[src/ltf_pkg.sv]
// ============================================================================
// ltf_pkg
// Shared types, codes and reset values for the LED twinkle fade engine.
// ============================================================================
package ltf_pkg;

   localparam int LEDS_DEF = 64;   // default strip storage depth
   localparam int HUES     = 4;    // hue table entries in use (2..4)

   localparam int IDX_W  = 6;
   localparam int NUM_W  = 7;
   localparam int BYTE_W = 8;
   localparam int SEL_W  = 2;
   localparam int CSR_W  = 3;

   typedef enum logic [1:0] {
      ACT_TICK = 2'd0,
      ACT_ADD  = 2'd1,
      ACT_LOAD = 2'd2,
      ACT_NONE = 2'd3
   } action_type;

   typedef enum logic [1:0] {
      PH_IDLE = 2'd0,
      PH_RISE = 2'd1,
      PH_FALL = 2'd2,
      PH_BACK = 2'd3
   } phase_type;

   typedef enum logic [1:0] {
      ST_IDLE,
      ST_TICK,
      ST_UPD
   } state_type;

   // register indexes
   localparam logic [CSR_W-1:0] REG_NUM_LEDS      = 3'd0;
   localparam logic [CSR_W-1:0] REG_MAX_ACTIVE    = 3'd1;
   localparam logic [CSR_W-1:0] REG_NORMAL_BRIGHT = 3'd2;
   localparam logic [CSR_W-1:0] REG_HUE_ZERO      = 3'd3;
   localparam logic [CSR_W-1:0] REG_HUE_ONE       = 3'd4;
   localparam logic [CSR_W-1:0] REG_HUE_TWO       = 3'd5;
   localparam logic [CSR_W-1:0] REG_HUE_THREE     = 3'd6;

   // register reset values
   localparam logic [NUM_W-1:0]  NUM_LEDS_RST      = 7'd64;
   localparam logic [NUM_W-1:0]  MAX_ACTIVE_RST    = 7'd10;
   localparam logic [BYTE_W-1:0] NORMAL_BRIGHT_RST = 8'd80;
   localparam logic [BYTE_W-1:0] HUE_ZERO_RST      = 8'd96;
   localparam logic [BYTE_W-1:0] HUE_ONE_RST       = 8'd32;
   localparam logic [BYTE_W-1:0] HUE_TWO_RST       = 8'd160;
   localparam logic [BYTE_W-1:0] HUE_THREE_RST     = 8'd192;

   localparam logic [BYTE_W-1:0] BYTE_MAX = 8'hFF;

   typedef logic [3:0][BYTE_W-1:0] hue_tab_type;

   typedef struct packed {
      phase_type         phase;
      logic [SEL_W-1:0]  hue_sel;
      logic [BYTE_W-1:0] sat;
      logic [BYTE_W-1:0] val;
   } pixel_type;

   localparam pixel_type PIXEL_RST = '{phase: PH_IDLE, hue_sel: 2'd0,
                                       sat: 8'hFF, val: 8'h00};

   typedef struct packed {
      pixel_type pix;
      logic      went_idle;
   } step_type;

   // pick reduced into the hue table
   function automatic logic [SEL_W-1:0] pick_sel(input logic [SEL_W-1:0] pick);
      logic [SEL_W:0] wide;
      wide = {1'b0, pick};
      if (wide >= (SEL_W+1)'(HUES)) begin
         return SEL_W'(wide - (SEL_W+1)'(HUES));
      end
      return pick;
   endfunction

   // next table entry, wrapping
   function automatic logic [SEL_W-1:0] next_sel(input logic [SEL_W-1:0] sel);
      logic [SEL_W:0] wide;
      wide = {1'b0, sel} + (SEL_W+1)'(1);
      if (wide == (SEL_W+1)'(HUES)) begin
         return '0;
      end
      return SEL_W'(wide);
   endfunction

endpackage

[src/ltf_req_if.sv]
// ============================================================================
// ltf_req_if
// Request channel: action, pixel index and hue pick with valid/ready.
// ============================================================================
interface ltf_req_if;
   logic       valid;
   logic       ready;
   logic [1:0] action;
   logic [5:0] pixel_index;
   logic [1:0] hue_pick;

   modport source (output valid, action, pixel_index, hue_pick, input ready);
   modport sink   (input valid, action, pixel_index, hue_pick, output ready);
endinterface

[src/ltf_rsp_if.sv]
// ============================================================================
// ltf_rsp_if
// Response channel: one HSV pixel per transaction with valid/ready.
// ============================================================================
interface ltf_rsp_if;
   logic       valid;
   logic       ready;
   logic [5:0] out_index;
   logic [7:0] out_hue;
   logic [7:0] out_saturation;
   logic [7:0] out_value;
   logic       last;

   modport source (output valid, out_index, out_hue, out_saturation, out_value, last,
                   input ready);
   modport sink   (input valid, out_index, out_hue, out_saturation, out_value, last,
                   output ready);
endinterface

[src/ltf_pixel_step.sv]
// ============================================================================
// ltf_pixel_step
// One animation step of a single pixel's fade phase.
// ============================================================================
module ltf_pixel_step (
   input  ltf_pkg::pixel_type              pix_in,
   input  ltf_pkg::hue_tab_type            hue_tab,
   input  logic [ltf_pkg::SEL_W-1:0]       pick,
   input  logic [ltf_pkg::BYTE_W-1:0]      normal_bright,
   output ltf_pkg::step_type               step_out
);

   logic [ltf_pkg::SEL_W-1:0]  sel;
   logic [ltf_pkg::BYTE_W:0]   val_inc;

   assign val_inc = {1'b0, pix_in.val} + 9'd1;

   // hue change: skip an entry that shows the same hue
   always_comb begin
      sel = ltf_pkg::pick_sel(pick);
      if (hue_tab[sel] == hue_tab[pix_in.hue_sel]) begin
         sel = ltf_pkg::next_sel(sel);
      end
   end

   always_comb begin
      step_out.pix       = pix_in;
      step_out.went_idle = 1'b0;
      case (pix_in.phase)
         ltf_pkg::PH_RISE: begin
            if (pix_in.val == 8'hFF && pix_in.sat == 8'h00) begin
               step_out.pix.phase = ltf_pkg::PH_FALL;
            end else begin
               step_out.pix.val = (pix_in.val >= 8'd254) ? 8'hFF : val_inc[7:0];
               step_out.pix.sat = (pix_in.sat <= 8'd2) ? 8'h00 : pix_in.sat - 8'd2;
            end
         end
         ltf_pkg::PH_FALL: begin
            if (pix_in.val == 8'h00 && pix_in.sat == 8'hFF) begin
               step_out.pix.hue_sel = sel;
               step_out.pix.phase   = ltf_pkg::PH_BACK;
            end else begin
               step_out.pix.val = (pix_in.val <= 8'd4) ? 8'h00 : pix_in.val - 8'd4;
               step_out.pix.sat = (pix_in.sat >= 8'd251) ? 8'hFF : pix_in.sat + 8'd4;
            end
         end
         ltf_pkg::PH_BACK: begin
            if (val_inc >= {1'b0, normal_bright}) begin
               step_out.pix.val   = normal_bright;
               step_out.pix.phase = ltf_pkg::PH_IDLE;
               step_out.went_idle = 1'b1;
            end else begin
               step_out.pix.val = val_inc[7:0];
            end
         end
         default: begin
         end
      endcase
   end

endmodule

[src/led_twinkle_fade_engine_core.sv]
// ============================================================================
// led_twinkle_fade_engine_core
// HSV pixel strip with per-pixel three-phase twinkle fade, kept in one RAM.
// ============================================================================
//
//  channel   | dir | handshake     | content
//  ----------+-----+---------------+------------------------------------------
//  req_bus   | in  | valid/ready   | action, pixel_index, hue_pick
//  rsp_bus   | out | valid/ready   | out_index, out_hue, out_saturation,
//            |     |               | out_value, last (one pixel each)
//  csr_*     | in  | write enable  | csr_index selects register, csr_wdata
//
//  Add and load: RAM read, then modify and write back.
//  Tick: walks every RAM entry; one entry is read, stepped and written back
//  each cycle unless the response stalls the walk, and emitted only inside the strip.
//  A stalled response holds the walk at the current pixel; the next request
//  is taken once the walk is done, even while the last pixel still waits.
//  Synchronous reset; per-entry valid bits stand in for the RAM reset value.
//
module led_twinkle_fade_engine_core #(
   parameter int LEDS = ltf_pkg::LEDS_DEF
) (
   input  logic                        clock,
   input  logic                        reset,
   ltf_req_if.sink                     req_bus,
   ltf_rsp_if.source                   rsp_bus,
   input  logic                        csr_we,
   input  logic [ltf_pkg::CSR_W-1:0]   csr_index,
   input  logic [ltf_pkg::BYTE_W-1:0]  csr_wdata
);

   localparam int IW = (LEDS > 1) ? $clog2(LEDS) : 1;

   // ---------------- configuration registers ----------------
   logic [ltf_pkg::NUM_W-1:0]  num_leds_ff;
   logic [ltf_pkg::NUM_W-1:0]  max_active_ff;
   logic [ltf_pkg::BYTE_W-1:0] normal_bright_ff;
   ltf_pkg::hue_tab_type       hue_tab_ff;

   always_ff @(posedge clock) begin
      if (reset) begin
         num_leds_ff      <= ltf_pkg::NUM_LEDS_RST;
         max_active_ff    <= ltf_pkg::MAX_ACTIVE_RST;
         normal_bright_ff <= ltf_pkg::NORMAL_BRIGHT_RST;
         hue_tab_ff[0]    <= ltf_pkg::HUE_ZERO_RST;
         hue_tab_ff[1]    <= ltf_pkg::HUE_ONE_RST;
         hue_tab_ff[2]    <= ltf_pkg::HUE_TWO_RST;
         hue_tab_ff[3]    <= ltf_pkg::HUE_THREE_RST;
      end else if (csr_we) begin
         case (csr_index)
            ltf_pkg::REG_NUM_LEDS:      num_leds_ff      <= csr_wdata[ltf_pkg::NUM_W-1:0];
            ltf_pkg::REG_MAX_ACTIVE:    max_active_ff    <= csr_wdata[ltf_pkg::NUM_W-1:0];
            ltf_pkg::REG_NORMAL_BRIGHT: normal_bright_ff <= csr_wdata;
            ltf_pkg::REG_HUE_ZERO:      hue_tab_ff[0]    <= csr_wdata;
            ltf_pkg::REG_HUE_ONE:       hue_tab_ff[1]    <= csr_wdata;
            ltf_pkg::REG_HUE_TWO:       hue_tab_ff[2]    <= csr_wdata;
            ltf_pkg::REG_HUE_THREE:     hue_tab_ff[3]    <= csr_wdata;
            default: begin
            end
         endcase
      end
   end

   // strip length clamped into 1..LEDS
   logic [ltf_pkg::NUM_W-1:0] strip_n;
   assign strip_n = (num_leds_ff == '0) ? 7'd1 :
                    (num_leds_ff > 7'(LEDS)) ? 7'(LEDS) : num_leds_ff;

   // ---------------- pixel RAM ----------------
   ltf_pkg::pixel_type pix_mem [LEDS];
   logic [LEDS-1:0]    vld_ff;
   ltf_pkg::pixel_type rd_data_ff;
   logic               rd_vld_ff;

   logic               rd_en;
   logic [IW-1:0]      rd_addr;
   logic               wr_en;
   logic [IW-1:0]      wr_addr;
   ltf_pkg::pixel_type wr_data;

   always_ff @(posedge clock) begin
      if (wr_en) begin
         pix_mem[wr_addr] <= wr_data;
      end
      if (rd_en) begin
         rd_data_ff <= pix_mem[rd_addr];
         rd_vld_ff  <= vld_ff[rd_addr];
      end
   end

   // an entry never written reads as the reset pixel
   always_ff @(posedge clock) begin
      if (reset) begin
         vld_ff <= '0;
      end else if (wr_en) begin
         vld_ff[wr_addr] <= 1'b1;
      end
   end

   ltf_pkg::pixel_type cur_pix;
   assign cur_pix = rd_vld_ff ? rd_data_ff : ltf_pkg::PIXEL_RST;

   // ---------------- control ----------------
   ltf_pkg::state_type              state_ff, state_in;
   logic [IW-1:0]                   cnt_ff, cnt_in;
   ltf_pkg::action_type             act_ff, act_in;
   logic [ltf_pkg::IDX_W-1:0]       idx_ff, idx_in;
   logic [ltf_pkg::SEL_W-1:0]       pick_ff, pick_in;
   logic [ltf_pkg::NUM_W-1:0]       active_ff, active_in;

   logic                            rsp_valid_ff;
   logic [ltf_pkg::IDX_W-1:0]       rsp_index_ff;
   logic [ltf_pkg::BYTE_W-1:0]      rsp_hue_ff;
   logic [ltf_pkg::BYTE_W-1:0]      rsp_sat_ff;
   logic [ltf_pkg::BYTE_W-1:0]      rsp_val_ff;
   logic                            rsp_last_ff;
   logic                            rsp_load;

   ltf_pkg::step_type               step;
   ltf_pkg::action_type             req_act;
   logic                            emit;
   logic                            go;
   logic                            in_range;
   logic                            req_ready;

   ltf_pixel_step u_step (
      .pix_in        (cur_pix),
      .hue_tab       (hue_tab_ff),
      .pick          (pick_ff),
      .normal_bright (normal_bright_ff),
      .step_out      (step)
   );

   assign req_act  = ltf_pkg::action_type'(req_bus.action);
   assign emit     = (7'(cnt_ff) < strip_n);
   // the walk moves on unless this pixel must be shown and the slot is busy
   assign go       = !emit || !rsp_valid_ff || rsp_bus.ready;
   assign in_range = ({1'b0, idx_ff} < strip_n);

   always_ff @(posedge clock) begin
      if (reset) begin
         state_ff  <= ltf_pkg::ST_IDLE;
         active_ff <= '0;
      end else begin
         state_ff  <= state_in;
         active_ff <= active_in;
      end
   end

   always_ff @(posedge clock) begin
      cnt_ff  <= cnt_in;
      act_ff  <= act_in;
      idx_ff  <= idx_in;
      pick_ff <= pick_in;
   end

   always_comb begin
      state_in  = state_ff;
      cnt_in    = cnt_ff;
      act_in    = act_ff;
      idx_in    = idx_ff;
      pick_in   = pick_ff;
      active_in = active_ff;
      rd_en     = 1'b0;
      rd_addr   = cnt_ff;
      wr_en     = 1'b0;
      wr_addr   = cnt_ff;
      wr_data   = step.pix;
      rsp_load  = 1'b0;
      req_ready = 1'b0;
      case (state_ff)
         ltf_pkg::ST_IDLE: begin
            req_ready = 1'b1;
            if (req_bus.valid) begin
               act_in  = req_act;
               idx_in  = req_bus.pixel_index;
               pick_in = req_bus.hue_pick;
               case (req_act)
                  ltf_pkg::ACT_TICK: begin
                     rd_en    = 1'b1;
                     rd_addr  = '0;
                     cnt_in   = '0;
                     state_in = ltf_pkg::ST_TICK;
                  end
                  ltf_pkg::ACT_ADD, ltf_pkg::ACT_LOAD: begin
                     rd_en    = 1'b1;
                     rd_addr  = req_bus.pixel_index[IW-1:0];
                     state_in = ltf_pkg::ST_UPD;
                  end
                  default: begin
                  end
               endcase
            end
         end
         ltf_pkg::ST_TICK: begin
            // step pixel cnt_ff, write back, emit; prefetch the next one
            if (go) begin
               wr_en    = 1'b1;
               rsp_load = emit;
               if (step.went_idle && active_ff != '0) begin
                  active_in = active_ff - 7'd1;
               end
               if (cnt_ff == IW'(LEDS - 1)) begin
                  state_in = ltf_pkg::ST_IDLE;
               end else begin
                  cnt_in  = cnt_ff + IW'(1);
                  rd_en   = 1'b1;
                  rd_addr = cnt_ff + IW'(1);
               end
            end
         end
         ltf_pkg::ST_UPD: begin
            wr_addr  = idx_ff[IW-1:0];
            state_in = ltf_pkg::ST_IDLE;
            if (in_range) begin
               if (act_ff == ltf_pkg::ACT_ADD) begin
                  if (cur_pix.phase == ltf_pkg::PH_IDLE && active_ff < max_active_ff) begin
                     wr_en         = 1'b1;
                     wr_data       = cur_pix;
                     wr_data.phase = ltf_pkg::PH_RISE;
                     active_in     = active_ff + 7'd1;
                  end
               end else begin
                  // load keeps the fade phase
                  wr_en           = 1'b1;
                  wr_data.phase   = cur_pix.phase;
                  wr_data.hue_sel = ltf_pkg::pick_sel(pick_ff);
                  wr_data.sat     = ltf_pkg::BYTE_MAX;
                  wr_data.val     = normal_bright_ff;
               end
            end
         end
         default: begin
            state_in = ltf_pkg::ST_IDLE;
         end
      endcase
   end

   // ---------------- response register ----------------
   always_ff @(posedge clock) begin
      if (reset) begin
         rsp_valid_ff <= 1'b0;
      end else if (rsp_load) begin
         rsp_valid_ff <= 1'b1;
      end else if (rsp_bus.ready) begin
         rsp_valid_ff <= 1'b0;
      end
   end

   always_ff @(posedge clock) begin
      if (rsp_load) begin
         rsp_index_ff <= ltf_pkg::IDX_W'(cnt_ff);
         rsp_hue_ff   <= hue_tab_ff[step.pix.hue_sel];
         rsp_sat_ff   <= step.pix.sat;
         rsp_val_ff   <= step.pix.val;
         rsp_last_ff  <= ((7'(cnt_ff) + 7'd1) == strip_n);
      end
   end

   assign req_bus.ready          = req_ready;
   assign rsp_bus.valid          = rsp_valid_ff;
   assign rsp_bus.out_index      = rsp_index_ff;
   assign rsp_bus.out_hue        = rsp_hue_ff;
   assign rsp_bus.out_saturation = rsp_sat_ff;
   assign rsp_bus.out_value      = rsp_val_ff;
   assign rsp_bus.last           = rsp_last_ff;

endmodule

[src/flat_wrapper.sv]
// flat-port wrapper written by rule: the top's interface ports become plain ports
module led_twinkle_fade_engine_core_flat 
#(
   parameter int LEDS = ltf_pkg::LEDS_DEF
)
  (clock, reset, csr_we, csr_index, csr_wdata, req_bus_valid, req_bus_action, req_bus_pixel_index, req_bus_hue_pick, req_bus_ready, rsp_bus_valid, rsp_bus_out_index, rsp_bus_out_hue, rsp_bus_out_saturation, rsp_bus_out_value, rsp_bus_last, rsp_bus_ready);
  ltf_req_if req_bus_i ();
  ltf_rsp_if rsp_bus_i ();
  input  logic clock;
  input  logic reset;
  input  logic csr_we;
  input  logic [ltf_pkg::CSR_W-1:0] csr_index;
  input  logic [ltf_pkg::BYTE_W-1:0] csr_wdata;
  input wire logic [$bits(req_bus_i.valid)-1:0] req_bus_valid;
  input wire logic [$bits(req_bus_i.action)-1:0] req_bus_action;
  input wire logic [$bits(req_bus_i.pixel_index)-1:0] req_bus_pixel_index;
  input wire logic [$bits(req_bus_i.hue_pick)-1:0] req_bus_hue_pick;
  output wire logic [$bits(req_bus_i.ready)-1:0] req_bus_ready;
  output wire logic [$bits(rsp_bus_i.valid)-1:0] rsp_bus_valid;
  output wire logic [$bits(rsp_bus_i.out_index)-1:0] rsp_bus_out_index;
  output wire logic [$bits(rsp_bus_i.out_hue)-1:0] rsp_bus_out_hue;
  output wire logic [$bits(rsp_bus_i.out_saturation)-1:0] rsp_bus_out_saturation;
  output wire logic [$bits(rsp_bus_i.out_value)-1:0] rsp_bus_out_value;
  output wire logic [$bits(rsp_bus_i.last)-1:0] rsp_bus_last;
  input wire logic [$bits(rsp_bus_i.ready)-1:0] rsp_bus_ready;
  assign req_bus_i.valid = req_bus_valid;
  assign req_bus_i.action = req_bus_action;
  assign req_bus_i.pixel_index = req_bus_pixel_index;
  assign req_bus_i.hue_pick = req_bus_hue_pick;
  assign req_bus_ready = req_bus_i.ready;
  assign rsp_bus_valid = rsp_bus_i.valid;
  assign rsp_bus_out_index = rsp_bus_i.out_index;
  assign rsp_bus_out_hue = rsp_bus_i.out_hue;
  assign rsp_bus_out_saturation = rsp_bus_i.out_saturation;
  assign rsp_bus_out_value = rsp_bus_i.out_value;
  assign rsp_bus_last = rsp_bus_i.last;
  assign rsp_bus_i.ready = rsp_bus_ready;
  led_twinkle_fade_engine_core #(.LEDS(LEDS)) u_core (.clock(clock), .reset(reset), .req_bus(req_bus_i), .rsp_bus(rsp_bus_i), .csr_we(csr_we), .csr_index(csr_index), .csr_wdata(csr_wdata));
endmodule
[config.mk]
export PLATFORM = sky130hd
export DESIGN_NAME = led_twinkle_fade_engine_core_flat
export DESIGN_NICKNAME = d
export VERILOG_FILES = /design/src/ltf_pkg.sv /design/src/ltf_req_if.sv /design/src/ltf_rsp_if.sv /design/src/ltf_pixel_step.sv /design/src/led_twinkle_fade_engine_core.sv /design/src/flat_wrapper.sv
export SDC_FILE = /design/constraint.sdc
export NUM_CORES = 2
export LEC_CHECK = 0
export BUFFER_PORTS_ARGS = -buffer_cell sky130_fd_sc_hd__buf_4
export CORE_MARGIN = 2
export CORE_UTILIZATION = 45
export CTS_CLUSTER_SIZE = 8
export DETAILED_ROUTE_END_ITERATION = 10
export GPL_TIMING_DRIVEN = 1
export PLACE_DENSITY_LB_ADDON = 0.25
export SYNTH_ARGS = -nofsm -noshare
export SYNTH_HDL_FRONTEND = slang
export SYNTH_SLANG_ARGS = --single-unit
[constraint.sdc]
create_clock -name clock -period 6.6 [get_ports clock]
set_clock_uncertainty 0.15 [all_clocks]
set_input_delay 0 -clock clock [delete_from_list [all_inputs] [get_ports clock]]
set_output_delay 0 -clock clock [all_outputs]
set_load 0.02 [all_outputs]
==> run_results.csv <==
group,metric,value,unit
timing,slew-limit-headroom,13.5,%
floorplanning,chipHeight,374,um
placement,globalplace.congestion,0.911,
finish,syn_to_final_growth,15.3,%
global_routing,grt_pass1_vias,39408,
floorplanning,io_pins,59,
clock_tree,clk_latency,0.83,ns
power,power_density,345,nW/um^2
synthesis,ys_seq_area_share,69.7,%
routing,firstDrtPassIters,6,
synthesis,synth_nets,4995,
floorplanning,row_count,135,
timing,slew_viol_final,0,
finish,postLayoutCoreUtil,52.4,%
timing,final_hold_viol_count,0,
finish,nets,5199,
routing,drt_wl_total,184000,um
floorplanning,design.die.area,140000,sq um
clock_tree,cts_setup_buffers,0,
clock_tree,cts-buffers-inserted,202,
clock_tree,clockRootBuffer,"clkbuf_16",
timing,tightestPinTransition,1.29,ns
clock_tree,htreeDepth,4,
power,leakage,0.0247,uW
synthesis,synth_edf_count,1348,
global_routing,grt_pass1_wl,269000,um
worst_setup_path,end_kind,"flip-flop",
worst_setup_path,cp.arrival,6.04,ns
worst_setup_path,crit_fanout,58,
worst_setup_path,required,6.98,ns
clock_tree,cts_tree,"done",
synthesis,async_reset_ff_share,0,%
clock_tree,clock-sinks,1476,
power,ir_worst_vdd,207,uV
routing,drcViolationCount,0,
timing,fin_setup_tns,0,ns
synthesis,synth.distinct_cells,84,
synthesis,synth_seq_cells,1476,
placement,io_buffers,58,
routing,vias_per_cell,5.91,
worst_setup_path,worstSetupPathType,"flip-flop to flip-flop",
timing,period_share,85.8,%
synthesis,netlist_instances,4916,
timing,max_freq,177,MHz
floorplanning,coreArea,136000,sq um
clock_tree,ctsLongestPathBuffers,3,
synthesis,synth_flop_cell,"edfxtp_1",
min_path,hold_path_class,"input port to flip-flop",
routing,vias,41292,
synthesis,ys_warn_count,0,
global_routing,grt_util_all_layers,26.0,%
floorplanning,start_util,45.4,%
clock_tree,postCtsResizedCells,0,
job,cap_violations,0,
clock_tree,postCtsHoldBufs,56,
synthesis,syn_area,61700,sq um
routing,ant_nets,0,
clock_tree,clk_pin_slew,0.05,ns
floorplanning,die_w,374,um
global_routing,antenna_found_initial,15,
timing,period_needed,5.67,ns
synthesis,syn_area_per_cell,12.6,sq um
routing,avgRoutedWirePerCell,26.3,um
worst_setup_path,r2r_setup_slack,0.93,ns
finish,layout-drive-gt1-share,11.2,%
timing,setup_violations,0,
worst_setup_path,critPathLaunchType,"flip-flop",
routing,drt_iter0_drc,5013,
global_routing,overflow,0,
status,outcome,"complete, no violations",
placement,place_hpwl,112000,um
timing,rsz0062_at_grt,"no",
global_routing,grt_max_degree,124,
## through the flow
stage / worst slack, ns / instances / hold WS, ns / instance area (sq um) / power, uW
final: 0.935 / 6989 / 0.0571 / 71200 / 24600
after global routing: 0.722 / 6987 / 0.0651 / 71200 / 25300
after CTS: 0.879 / 6987 / 0.00367 / 71200 / 24700
after global placement: 0.984 / 6640 / 0.0315 / 65000 / 15200
after floorplan: 0.0133 / 4916 / -0.0511 / 61700 / 13600
after detailed placement: 0.974 / 6641 / 0.0293 / 65000 / 15300
## registers in the layout, summed over array words and instances (netlist names), 2 cells and up
| name | count |
|---|---|
| u_core.state_ff | 2 |
| u_core.num_leds_ff | 7 |
| u_core.normal_bright_ff | 8 |
| u_core.rd_data_ff | 20 |
| u_core.hue_tab_ff | 32 |
| u_core.active_ff | 7 |
| u_core.rsp_bus.out_hue | 8 |
| u_core.vld_ff | 64 |
| u_core.pick_ff | 2 |
| u_core.cnt_ff | 6 |
| u_core.idx_ff | 6 |
| u_core.max_active_ff | 7 |
| u_core.rsp_bus.out_value | 8 |
| u_core.rsp_bus.out_index | 6 |
| u_core.act_ff | 2 |
| u_core.pix_mem | 1280 |
| u_core.rsp_bus.out_saturation | 8 |
## power breakdown
| part | internal (uW) | leakage (uW) | switching [uW] |
|---|---|---|---|
| Sequential | 11100 | 0.0133 | 150 |
| Combinational | 966 | 0.00872 | 2950 |
| Clock | 5580 | 0.00271 | 3820 |
## worst max-delay path: stages, from the launching register on
cell      delay, ns
dfxtp_1        0.44
nand2b_1       0.27
ha_1           0.32
nand3b_1       0.13
a211oi_2       0.35
nor3_2         0.16
o211ai_1       0.25
and4_4         0.90
buf_12         0.40
nand3_1        0.12
a21oi_1        0.48
o211ai_1       0.64
or4b_1         0.66
## path summary, 6_finish.rpt
| check | startpoint | cells past startpoint | to |
|---|---|---|---|
| max | u_core.num_leds_ff[6]$_SDFFE_PP1P_ | 12 | u_core.rd_data_ff[13]$_DFFE_PP_ |
| max reg2reg | u_core.num_leds_ff[6]$_SDFFE_PP1P_ | 12 | u_core.rd_data_ff[13]$_DFFE_PP_ |
| min reg2reg | u_core.num_leds_ff[0]$_SDFFE_PP0P_ | 2 | u_core.num_leds_ff[0]$_SDFFE_PP0P_ |
| min | rsp_bus_ready | 4 | u_core.rsp_bus.valid$_SDFFE_PP0P_ |
## cell usage in the layout, fill, tap and decap left out, types with 6 or more instances in the layout
cell | netlist | layout
nand2_2 | 0 | 8
dfxtp_1 | 128 | 128
buf_4 | 16 | 215
nand4_1 | 53 | 53
or3_1 | 7 | 6
a211oi_1 | 15 | 15
mux2_2 | 6 | 6
nor3_1 | 17 | 14
nand3b_1 | 29 | 29
ha_1 | 52 | 52
xnor2_1 | 23 | 23
o21ai_1 | 3 | 10
and3_1 | 27 | 27
o211ai_1 | 36 | 36
a221oi_1 | 18 | 18
a21o_1 | 18 | 18
nor2b_1 | 20 | 20
or4b_1 | 18 | 18
inv_1 | 104 | 104
a211o_1 | 6 | 6
nand2b_1 | 23 | 23
clkbuf_16 | 0 | 204
clkbuf_1 | 163 | 73
mux4_2 | 15 | 15
and2_1 | 11 | 11
a22oi_1 | 31 | 31
a32oi_1 | 24 | 24
nor4_2 | 0 | 9
buf_12 | 0 | 17
nor2_2 | 1 | 65
edfxtp_1 | 1348 | 1348
a31oi_1 | 33 | 33
nand2_1 | 1164 | 1156
nor2_1 | 134 | 69
o22ai_1 | 69 | 68
nand3_1 | 594 | 594
dlygate4sd3_1 | 0 | 56
o21ai_0 | 93 | 86
mux2i_1 | 252 | 252
a21oi_1 | 151 | 149
## cells by family after synthesis
group / Yosys count / synth area share (%)
and+or+nand+nor: 2130 / 15.4
DFF: 1476 / 69.7
adders and majority gates: 53 / 1.09
buffers and inverters: 394 / 2.75
AOI/OAI and AO/OA: 561 / 5.89
xor gates and xnor gates: 28 / 0.397
muxes: 274 / 4.79
## per-layer routing
layer / up-vias / share of wire, % / wire (um) / global-route usage (%)
li1: 18453 / - / - / -
met1: 20570 / 42 / 76500 / 36.0
met2: 1961 / 46 / 84500 / 40.3
met3: 296 / 9.0 / 16600 / 5.81
met4: 12 / 3.4 / 6280 / 9.24
met5: - / 0.050 / 92 / 0
## final cells by class
cell class | count | area (sq um)
flip-flops and latches | 1476 | 43000
diodes | 2 | 5.00
well taps | 1781 | 2230
clock buffers | 277 | 5380
clock inverters | 13 | 265
repair buffers | 289 | 2530
fillers | 11377 | 64600
multi-input cells | 3046 | 17400
inverters | 105 | 394
## cells in the mapped netlist, types with 6 or more instances
library cell	number	share of area, %
nor3_1	17	0.14
a211oi_1	15	0.18
a31oi_1	33	0.33
o31ai_1	7	0.085
mux4_2	15	0.55
edfxtp_1	1348	66
buf_1	28	0.17
buf_4	16	0.19
mux2_2	6	0.11
a21o_1	18	0.22
or3_1	7	0.071
nand3b_1	29	0.35
or4b_1	18	0.29
ha_1	52	1.1
o211ai_1	36	0.44
a32oi_1	24	0.34
a21oi_1	151	1.2
buf_6	9	0.16
nor2b_1	20	0.20
a22oi_1	31	0.38
a211o_1	6	0.085
o21ai_0	93	0.75
buf_2	73	0.59
nand2b_1	23	0.23
mux2i_1	252	4.1
o22ai_1	69	0.70
a221oi_1	18	0.26
nor2_1	134	0.81
dfxtp_1	128	4.2
and3_1	27	0.27
clkbuf_1	163	0.99
xnor2_1	23	0.33
nor4_1	14	0.14
nand3_1	594	4.8
nand2_1	1164	7.1
nand4_1	53	0.54
and2_1	11	0.11
inv_1	104	0.63
No activity file was read; power rests on OpenSTA's default activity.
